## src/sv/lapse_timer_three_mode_unit_defines.svh

```systemverilog
// Assertion macros for the lapse timer block.
`ifndef LAPSE_TIMER_THREE_MODE_UNIT_DEFINES_SVH
`define LAPSE_TIMER_THREE_MODE_UNIT_DEFINES_SVH

`ifndef SYNTHESIS
// Same-cycle implication, disabled during reset
`define LT3M_ASSERT_NOW(lbl, clk, rst_n, ante, cons) \
    lbl: assert property (@(posedge clk) disable iff (!rst_n) (ante) |-> (cons)) \
        else $error("lapse timer check failed");
// Next-cycle implication, disabled during reset
`define LT3M_ASSERT_NEXT(lbl, clk, rst_n, ante, cons) \
    lbl: assert property (@(posedge clk) disable iff (!rst_n) (ante) |=> (cons)) \
        else $error("lapse timer check failed");
`else
`define LT3M_ASSERT_NOW(lbl, clk, rst_n, ante, cons)
`define LT3M_ASSERT_NEXT(lbl, clk, rst_n, ante, cons)
`endif

`endif

```

## src/sv/lt3m_pkg.sv

```systemverilog
package lt3m_pkg;

    // Fixed-point format of the measure
    localparam int FRACTION_BITS = 16;
    localparam int MEAS_W        = 49;
    localparam int TIME_W        = 32;

    // Divider dividend: time magnitude scaled by the fraction
    localparam int DIVIDEND_W = TIME_W + FRACTION_BITS;
    localparam int DIV_CNT_W  = $clog2(DIVIDEND_W + 1);

    // Working width before saturation
    localparam int WIDE_W = (TIME_W + 2 + FRACTION_BITS > MEAS_W + 1) ?
                            (TIME_W + 2 + FRACTION_BITS) : (MEAS_W + 1);

    localparam logic signed [WIDE_W-1:0] SAT_HI =
        {{(WIDE_W-MEAS_W+1){1'b0}}, {(MEAS_W-1){1'b1}}};
    localparam logic signed [WIDE_W-1:0] SAT_LO =
        {{(WIDE_W-MEAS_W+1){1'b1}}, {(MEAS_W-1){1'b0}}};

    // Read modes
    localparam logic [1:0] MODE_OFFSET = 2'd0;
    localparam logic [1:0] MODE_RATIO  = 2'd1;
    localparam logic [1:0] MODE_WHOLE  = 2'd2;

    // Request kinds
    localparam logic OP_ARM  = 1'b0;
    localparam logic OP_READ = 1'b1;

    // Register indexes
    localparam logic CFG_MODE   = 1'b0;
    localparam logic CFG_PERIOD = 1'b1;

    typedef enum logic [2:0] {
        ST_IDLE,
        ST_EVAL,
        ST_DIVIDE,
        ST_FIX,
        ST_OUTPUT
    } lt3m_state_t;

    // Clamp a wide signed value into the measure range
    function automatic logic [MEAS_W-1:0] sat_meas(logic signed [WIDE_W-1:0] v);
        logic [MEAS_W-1:0] r;
        if (v > SAT_HI) begin
            r = SAT_HI[MEAS_W-1:0];
        end else if (v < SAT_LO) begin
            r = SAT_LO[MEAS_W-1:0];
        end else begin
            r = v[MEAS_W-1:0];
        end
        return r;
    endfunction

endpackage

```

## src/sv/lt3m_div.sv

```systemverilog
module lt3m_div import lt3m_pkg::*; (
    input  logic                  aclk,
    input  logic                  aresetn,
    input  logic                  start,
    input  logic [DIVIDEND_W-1:0] dividend,
    input  logic [TIME_W-1:0]     divisor,
    output logic                  done,
    output logic [DIVIDEND_W-1:0] quotient,
    output logic [TIME_W-1:0]     remainder
);

    logic [DIV_CNT_W-1:0]  cnt_reg;
    logic                  done_reg;
    logic [DIVIDEND_W-1:0] quo_reg;
    logic [TIME_W-1:0]     rem_reg;
    logic [TIME_W-1:0]     den_reg;
    logic [TIME_W:0]       partial;
    logic                  fits;

    // One restoring step: shift in the next dividend bit and try the subtract
    assign partial = {rem_reg, quo_reg[DIVIDEND_W-1]};
    assign fits    = (partial >= {1'b0, den_reg});

    always_ff @(posedge aclk) begin
        if (!aresetn) begin
            cnt_reg  <= '0;
            done_reg <= 1'b0;
        end else begin
            done_reg <= 1'b0;
            if (start) begin
                cnt_reg <= DIV_CNT_W'(DIVIDEND_W);
            end else if (cnt_reg != '0) begin
                cnt_reg  <= cnt_reg - 1'b1;
                done_reg <= (cnt_reg == DIV_CNT_W'(1));
            end
        end
    end

    // Hold the operands and advance one quotient bit a cycle
    always_ff @(posedge aclk) begin
        if (start) begin
            quo_reg <= dividend;
            rem_reg <= '0;
            den_reg <= divisor;
        end else if (cnt_reg != '0) begin
            quo_reg <= {quo_reg[DIVIDEND_W-2:0], fits};
            rem_reg <= fits ? TIME_W'(partial - {1'b0, den_reg}) : partial[TIME_W-1:0];
        end
    end

    assign done      = done_reg;
    assign quotient  = quo_reg;
    assign remainder = rem_reg;

endmodule

```

## src/sv/lapse_timer_three_mode_unit.sv

```systemverilog
// Lapse timer with offset, ratio and whole-period read modes.
// Requests arrive on the s_ channel: s_tuser is the kind (0 arm, 1 read),
// s_tdata carries now, start_time and use_now. Every request gives exactly
// one result on the m_ channel: m_tdata holds the signed Q32.16 measure,
// m_tuser flags a read of a timer that was never armed.
// The user writes mode and period through the cfg_ port only while the block is
// idle; the block does not enforce it, and cfg_ready is always high.
// Arm, unarmed read, offset read and the unused mode pass from acceptance
// through ST_EVAL and ST_OUTPUT to m_tvalid. Ratio and whole-period reads run a
// bit-serial restoring divider, one quotient bit a cycle over 48 bits,
// in ST_DIVIDE before ST_FIX. s_tready is high only while the sequencer is idle,
// so a new request is taken only once the last result is in the output register.
// The result sits in an output register; a stalled receiver holds it and
// the next request is taken, but its result waits until that one is taken.
// Reset (aresetn low, synchronous) clears the timer to unarmed, reference 0,
// mode offset and period 1, and drops any pending result.
`include "lapse_timer_three_mode_unit_defines.svh"

module lapse_timer_three_mode_unit import lt3m_pkg::*; (
    input  logic          aclk,
    input  logic          aresetn,
    // Configuration writes
    input  logic          cfg_valid,
    output logic          cfg_ready,
    input  logic          cfg_index,
    input  logic [31:0]   cfg_data,
    // Requests
    input  logic          s_tvalid,
    output logic          s_tready,
    input  logic [71:0]   s_tdata,   // now[31:0], start_time[63:32], use_now[64], zero
    input  logic          s_tuser,   // operation
    // Results
    output logic          m_tvalid,
    input  logic          m_tready,
    output logic [55:0]   m_tdata,   // measure[48:0], zero
    output logic          m_tuser    // not_armed
);

    lt3m_state_t           state_reg, state_next;
    logic [1:0]            mode_reg;
    logic [TIME_W-1:0]     period_reg;
    logic [TIME_W-1:0]     ref_reg, ref_next;
    logic                  armed_reg, armed_next;

    logic                  op_reg, use_now_reg, neg_reg, neg_next;
    logic [TIME_W-1:0]     now_reg, start_reg;
    logic [MEAS_W-1:0]     res_meas_reg, res_meas_next;
    logic                  res_nota_reg, res_nota_next;

    logic                  m_valid_reg;
    logic [MEAS_W-1:0]     m_meas_reg;
    logic                  m_nota_reg;

    logic                  div_start;
    logic [DIVIDEND_W-1:0] div_dividend;
    logic [TIME_W-1:0]     div_divisor;
    logic                  div_done;
    logic [DIVIDEND_W-1:0] div_quo;
    logic [TIME_W-1:0]     div_rem;

    logic signed [TIME_W+1:0] x_off;
    logic signed [TIME_W:0]   d_diff;
    logic [TIME_W-1:0]        d_mag;
    logic [DIVIDEND_W:0]      q_adj;
    logic signed [WIDE_W-1:0] x_wide, q_wide, q_scaled;
    logic                     s_accept, out_free;

    assign cfg_ready = 1'b1;
    assign s_tready  = (state_reg == ST_IDLE);
    assign s_accept  = s_tvalid && s_tready;
    assign out_free  = !m_valid_reg || m_tready;

    // Configuration registers
    always_ff @(posedge aclk) begin
        if (!aresetn) begin
            mode_reg   <= MODE_OFFSET;
            period_reg <= TIME_W'(1);
        end else if (cfg_valid && cfg_ready) begin
            case (cfg_index)
                CFG_MODE:   mode_reg   <= cfg_data[1:0];
                CFG_PERIOD: period_reg <= cfg_data;
                default:    ;
            endcase
        end
    end

    // Datapath terms used by the sequencer
    assign d_diff = $signed({1'b0, now_reg}) - $signed({1'b0, ref_reg});
    assign d_mag  = d_diff[TIME_W] ? TIME_W'(-d_diff) : d_diff[TIME_W-1:0];
    assign x_off  = $signed({2'b00, now_reg}) - $signed({2'b00, ref_reg})
                    - $signed({2'b00, period_reg});
    assign x_wide = WIDE_W'(x_off) <<< FRACTION_BITS;

    assign div_divisor  = (period_reg == '0) ? TIME_W'(1) : period_reg;
    assign div_dividend = (mode_reg == MODE_RATIO) ?
                          ({d_mag, {FRACTION_BITS{1'b0}}}) : DIVIDEND_W'(d_mag);

    // Floor correction of the magnitude quotient for a negative lapse
    assign q_adj    = {1'b0, div_quo} + (DIVIDEND_W+1)'(div_rem != '0);
    assign q_wide   = neg_reg ? -$signed(WIDE_W'(q_adj)) : $signed(WIDE_W'(div_quo));
    assign q_scaled = q_wide <<< FRACTION_BITS;

    lt3m_div u_div (
        .aclk      (aclk),
        .aresetn   (aresetn),
        .start     (div_start),
        .dividend  (div_dividend),
        .divisor   (div_divisor),
        .done      (div_done),
        .quotient  (div_quo),
        .remainder (div_rem)
    );

    // Sequencer state and timer state
    always_ff @(posedge aclk) begin
        if (!aresetn) begin
            state_reg <= ST_IDLE;
            ref_reg   <= '0;
            armed_reg <= 1'b0;
        end else begin
            state_reg <= state_next;
            ref_reg   <= ref_next;
            armed_reg <= armed_next;
        end
    end

    // Capture the request and the working result
    always_ff @(posedge aclk) begin
        if (s_accept) begin
            op_reg      <= s_tuser;
            now_reg     <= s_tdata[31:0];
            start_reg   <= s_tdata[63:32];
            use_now_reg <= s_tdata[64];
        end
        neg_reg      <= neg_next;
        res_meas_reg <= res_meas_next;
        res_nota_reg <= res_nota_next;
    end

    // Next state, timer update and result
    always_comb begin
        state_next    = state_reg;
        ref_next      = ref_reg;
        armed_next    = armed_reg;
        neg_next      = neg_reg;
        res_meas_next = res_meas_reg;
        res_nota_next = res_nota_reg;
        div_start     = 1'b0;
        case (state_reg)
            ST_IDLE: begin
                if (s_accept) begin
                    state_next = ST_EVAL;
                end
            end
            ST_EVAL: begin
                res_meas_next = '0;
                res_nota_next = 1'b0;
                state_next    = ST_OUTPUT;
                if (op_reg == OP_ARM) begin
                    ref_next   = use_now_reg ? now_reg : start_reg;
                    armed_next = 1'b1;
                end else if (!armed_reg) begin
                    res_nota_next = 1'b1;
                end else begin
                    case (mode_reg)
                        MODE_OFFSET: begin
                            res_meas_next = sat_meas(x_wide);
                            if (!x_off[TIME_W+1]) begin
                                ref_next = now_reg;
                            end
                        end
                        MODE_RATIO, MODE_WHOLE: begin
                            neg_next   = d_diff[TIME_W];
                            div_start  = 1'b1;
                            state_next = ST_DIVIDE;
                        end
                        default: ;
                    endcase
                end
            end
            ST_DIVIDE: begin
                if (div_done) begin
                    state_next = ST_FIX;
                end
            end
            ST_FIX: begin
                state_next = ST_OUTPUT;
                if (mode_reg == MODE_RATIO) begin
                    res_meas_next = sat_meas(q_wide);
                    if (!neg_reg) begin
                        ref_next = now_reg;
                    end
                end else begin
                    res_meas_next = sat_meas(q_scaled);
                    // Advancing by whole periods leaves the remainder behind
                    if (!neg_reg && div_quo != '0) begin
                        ref_next = now_reg - div_rem;
                    end
                end
            end
            ST_OUTPUT: begin
                if (out_free) begin
                    state_next = ST_IDLE;
                end
            end
            default: begin
                state_next = ST_IDLE;
            end
        endcase
    end

    // Output register: load when free, drop when taken
    always_ff @(posedge aclk) begin
        if (!aresetn) begin
            m_valid_reg <= 1'b0;
        end else if (state_reg == ST_OUTPUT && out_free) begin
            m_valid_reg <= 1'b1;
        end else if (m_tready) begin
            m_valid_reg <= 1'b0;
        end
    end

    always_ff @(posedge aclk) begin
        if (state_reg == ST_OUTPUT && out_free) begin
            m_meas_reg <= res_meas_reg;
            m_nota_reg <= res_nota_reg;
        end
    end

    assign m_tvalid = m_valid_reg;
    assign m_tdata  = {{(56-MEAS_W){1'b0}}, m_meas_reg};
    assign m_tuser  = m_nota_reg;

    // Checks
    `LT3M_ASSERT_NOW(a_nota_zero, aclk, aresetn, m_tvalid && m_tuser, m_tdata == '0)
    `LT3M_ASSERT_NOW(a_div_in_state, aclk, aresetn, div_done, state_reg == ST_DIVIDE)
    `LT3M_ASSERT_NEXT(a_busy_after_take, aclk, aresetn, s_tvalid && s_tready, !s_tready)
    `LT3M_ASSERT_NEXT(a_armed_stays, aclk, aresetn, armed_reg, armed_reg)

endmodule
```

## config.mk

```make
export PLATFORM = sky130hd
export DESIGN_NAME = lapse_timer_three_mode_unit
export DESIGN_NICKNAME = d
export VERILOG_FILES = /design/src/sv/lt3m_pkg.sv /design/src/sv/lt3m_div.sv /design/src/sv/lapse_timer_three_mode_unit.sv
export VERILOG_INCLUDE_DIRS = /design/src /design/src/sv
export SDC_FILE = /design/constraint.sdc
export NUM_CORES = 1
export LEC_CHECK = 0
export ABC_AREA = 1
export ABC_CLOCK_PERIOD_IN_PS = 18100
export BUFFER_PORTS_ARGS = -buffer_cell sky130_fd_sc_hd__buf_2
export CELL_PAD_IN_SITES_DETAIL_PLACEMENT = 1
export CELL_PAD_IN_SITES_GLOBAL_PLACEMENT = 2
export CORE_MARGIN = 1.5
export CORE_UTILIZATION = 38
export CTS_CLUSTER_SIZE = 16
export DETAILED_ROUTE_END_ITERATION = 7
export GPL_TIMING_DRIVEN = 0
export PLACE_DENSITY_LB_ADDON = 0.2
export SETUP_SLACK_MARGIN = 0.02
export SKIP_LAST_GASP = 1
export SYNTH_ARGS = -nofsm -noshare
export SYNTH_HDL_FRONTEND = slang
export SYNTH_SLANG_ARGS = --single-unit
```

## constraint.sdc

```tcl
create_clock -name aclk -period 18.1 [get_ports aclk]
set_clock_uncertainty 0.1 [all_clocks]
set_input_delay 0.905 -clock aclk [delete_from_list [all_inputs] [get_ports aclk]]
set_output_delay 0.905 -clock aclk [all_outputs]
set_load 0.02 [all_outputs]
```

==> metrics.md <==
| Metric | Value |
|---|---|
| Core Region | 0.0773 mm^2 |
| Clk Latency, worst-skew pair | 620 ps |
| Max Slew Vio Count | 0 |
| Clock Tree Buf Depth | 3 |
| Logic gate share of total power | 66.1% |
| Pin count of the biggest net entering global routing | 40 |
| Average wire per standard cell | 23.5 um |
| H-tree depth | 2 |
| Total CTS buffers | 43 |
| Nets | 4,936 |
| Worst setup SP type | register |
| Worst Path Arrival | 5690 ps |
| Layout cells sized above 1 | 8.84% |
| First-pass iteration count of the detailed router | 5 |
| Hold buffer count at CTS | 0 |
| Power Internal | 2.72 mW |
| GR Overflow Total | 0 |
| Setup crit end | res_meas_reg[46] |
| CTS tree | built |
| Synth Flop Type | edfxtp_1 |
| Post-synth EDFFs | 247 |
| Critical path's top delay family | simple AND/OR/NAND/NOR gates |
| Reg power frac | 19.8% |
| Net switching power | 3.37 mW |
| Finished Cell Area | 0.0333 mm^2 |
| GP Congestion | 0.979 |
| Worst hold slack | 319 ps |
| Root Driver | clkbuf_16 |
| Post-DP HPWL | 114 mm |
| Critical path type | reg2reg |
| Synth warnings | 0 |
| Max-Cap Viols | 0 |
| Crit path top cell by count | nand2_1 |
| Routed vias | 30,389 |
| Post-CTS Resized | 0 |
| Slowest-stage cell, CP | a21boi_0 |
| CTS sink cnt | 357 |
| PortBufs | 155 |
| Area grow syn2layout | 12.4% |
| Power per cell area | 183 mW/mm^2 |
| Sequential area share after synthesis | 32.5% |
| LEAKAGE | 16.1 nW |
| DIE HEIGHT | 282 um |
| Fin crit period | 5430 ps |
| Post-route clock period utilization | 30.0% |
| Final setup violation count | 0 |
| DRT iter0 DRCs | 2,318 |
| Wirelength, routed | 134 mm |
| Synth Instances | 4,394 |
| Crit path cell chain | ha_1 > nand2_1 > nand2_1 > inv_1 > nand2_2 > nand2_1 > nand2_1 > nand2_1 > nand2_1 > inv_1 > ha_1 > a21oi_1 > a21boi_0 > nand2_1 > a21boi_0 > inv_1 > nand2_1 > nand2_1 > nand2_1 > o311ai_0 > xor2_1 > nand2_1 > nand2_1 |
| Internal reg-to-reg setup slack | 12,670 ps |
| Clk pwr share | 14.1% |
| Vias in the first global route | 30,410 |
| Worst Hold Class | reg2reg |
| Critical Path RT | 18,360 ps |
| Starting Density | 38.3% |
| Switch share | 55.3% |
| Worst Tran Pin Value | 1120 ps |
| FP Rows | 102 |
| Worst r2r src | now_reg[2] |
| Antenna Cells | 0 |
| R2R depth | 23 |
| Slowest cell delay on critical path | 710 ps |
| Power, Total | 6.10 mW |
| DRC errors left | 0 |
| Post-synthesis async set-or-reset flop share | 0% |
| Maximum clock rate | 0.184 GHz |
| Synth Register Bits | 357 |
| Number of cells on the critical path | 23 |
| Critical path buffer and inverter count | 3 |
| Setup crit start | now_reg[2] |
| Postcts setup bufs | 0 |
| Worst setup EP type | register |
| Vias per cell | 5.34 |
| Post-Syn Area per Cell | 6.75 um^2 |
| Antenna-violating nets left | 0 |
| Num ports | 171 |
| Synthesized area | 0.0296 mm^2 |
| First-pass GRT wire length | 196 mm |
| Post-DP Area | 0.0320 mm^2 |
| Yosys cell types | 66 |
| Setup TNS | 0 ps |
| Relative slew margins | 25.4% |
| Unrepaired setup endpoints after global routing | false |
| FILL cells | 10,199 |
| R2r endpoint | res_meas_reg[46] |
| Clk pin slew, worst setup/hold paths | 60 ps |
| Overall Global Routing Usage | 33.5% |
| Hold violation count in the final report | 0 |
| Antenna violations before repair | 4 |
| Die width | 282 um |
| Max VDD drop | 0.0794 mV |
| Worst-path maximum fanout | 7 |
| Die area | 0.0797 mm^2 |
| Status | finished, final reports clean |
## placed cells by master (no fill, tap or decap), drive strengths merged, types with 4 or more instances in the layout
cell,n
nor3,56
a21o,22
and3,4
xor2,80
nand3,228
nor4,26
inv,671
buf,233
o21ai,280
o211ai,13
clkbuf,142
nand2,1308
nand3b,8
xnor2,27
or2,5
a21oi,338
clkinv,23
fa,4
o21bai,24
nor2,412
a31oi,16
edfxtp,247
a21boi,17
and2,6
conb,8
ha,206
o22ai,20
dfxtp,110
o21a,12
a22oi,7
nand4,67
## power groups by stage
stage | sequential, mW | combinational, mW | clock [mW]
final | 1.21 | 4.03 | 0.859
after global routing | 1.22 | 4.42 | 0.899
after CTS | 1.20 | 3.93 | 0.875
after detailed placement | 1.22 | 3.90 | 0
after global placement | 1.22 | 3.85 | 0
after floorplan | 1.16 | 2.60 | 0
## worst register-to-register path: cells and delay by family (launching register included)
kind	cells	cell delay, ps
fa+ha+maj	2	870
flops	1	560
xor+xnor	1	240
simple gates	13	1770
buf+inv	3	380
compound gates	4	1260
## logic make-up (layout without fill, tap and decap cells)
| group | after synthesis | after routing | share of synthesized area [%] |
|---|---|---|---|
| simple gates | 2123 | 2123 | 30.0 |
| buf+inv | 823 | 1073 | 10.9 |
| compound gates | 772 | 772 | 14.5 |
| flops | 357 | 357 | 32.5 |
| fa+ha+maj | 210 | 210 | 8.97 |
| xor+xnor | 107 | 107 | 3.16 |
| other cells | 2 | 8 | 0.0253 |
## cell usage after synthesis, types with 6 or more instances
library cell | n | area [um^2]
a31oi_1 | 16 | 100
a21o_1 | 22 | 165
nor3_1 | 53 | 265
nor2_4 | 9 | 101
a22oi_1 | 7 | 52.6
xor2_1 | 80 | 701
nand3_2 | 6 | 60.1
nand2_2 | 22 | 138
nand4_1 | 65 | 407
buf_2 | 33 | 165
nor2_1 | 377 | 1420
a21boi_0 | 14 | 105
o21a_1 | 12 | 90.1
o21ai_0 | 251 | 1260
edfxtp_1 | 247 | 7420
ha_1 | 206 | 2580
o211ai_1 | 13 | 97.6
o21ai_1 | 24 | 120
clkbuf_1 | 88 | 330
buf_1 | 8 | 30.0
buf_6 | 6 | 67.6
nand3_1 | 222 | 1110
a21oi_1 | 333 | 1670
clkinv_1 | 7 | 26.3
dfxtp_1 | 110 | 2200
o22ai_1 | 20 | 125
nand2_1 | 1286 | 4830
nor2_2 | 26 | 163
inv_2 | 32 | 120
nor4_1 | 26 | 163
o21bai_1 | 24 | 180
and2_1 | 6 | 37.5
xnor2_1 | 27 | 236
inv_1 | 632 | 2370
buf_4 | 16 | 120
nand3b_1 | 8 | 60.1
## worst min-delay path by stage
| stage | start | endpoint | slack [ps] | cells past startpoint |
|---|---|---|---|---|
| after floorplan | res_meas_reg[0] | m_meas_reg[0] | 300 | 0 |
| after global placement | res_meas_reg[36] | m_meas_reg[36] | 300 | 0 |
| after detailed placement | res_meas_reg[45] | m_meas_reg[45] | 310 | 0 |
| after CTS | res_meas_reg[10] | m_meas_reg[10] | 320 | 0 |
| after global routing | res_meas_reg[44] | m_meas_reg[44] | 330 | 0 |
| final | res_meas_reg[5] | m_meas_reg[5] | 320 | 0 |
## metrics by stage
step	worst slack [ps]	instances	utilization, %
floorplan	11720	4400	-
global placement	9210	5595	41.0
detailed placement	12790	5610	41.3
CTS	12770	5690	43.1
global route	12310	5690	43.1
finish	12670	5690	43.1
## final cells by class
class	instances	area [um^2]	share of cell area (%)
Timing Repair Buffer	170	976	2.93
Clock inverter	26	224	0.672
Inverter	672	2520	7.58
Clock buffer	54	1140	3.41
Tap cell	1040	1300	3.90
Sequential cell	357	9620	28.9
Buffer	151	714	2.14
Multi-Input combinational cell	3220	16800	50.5
## per-layer routing
layer	up-vias	wire length, um	track usage (%)
met1	14627	59400	44.3
met4	0	7110	15.6
met5	-	0	0
met3	206	8090	4.69
met2	844	59200	53.7
li1	14712	-	-
Power figures use the tool's default switching activity.
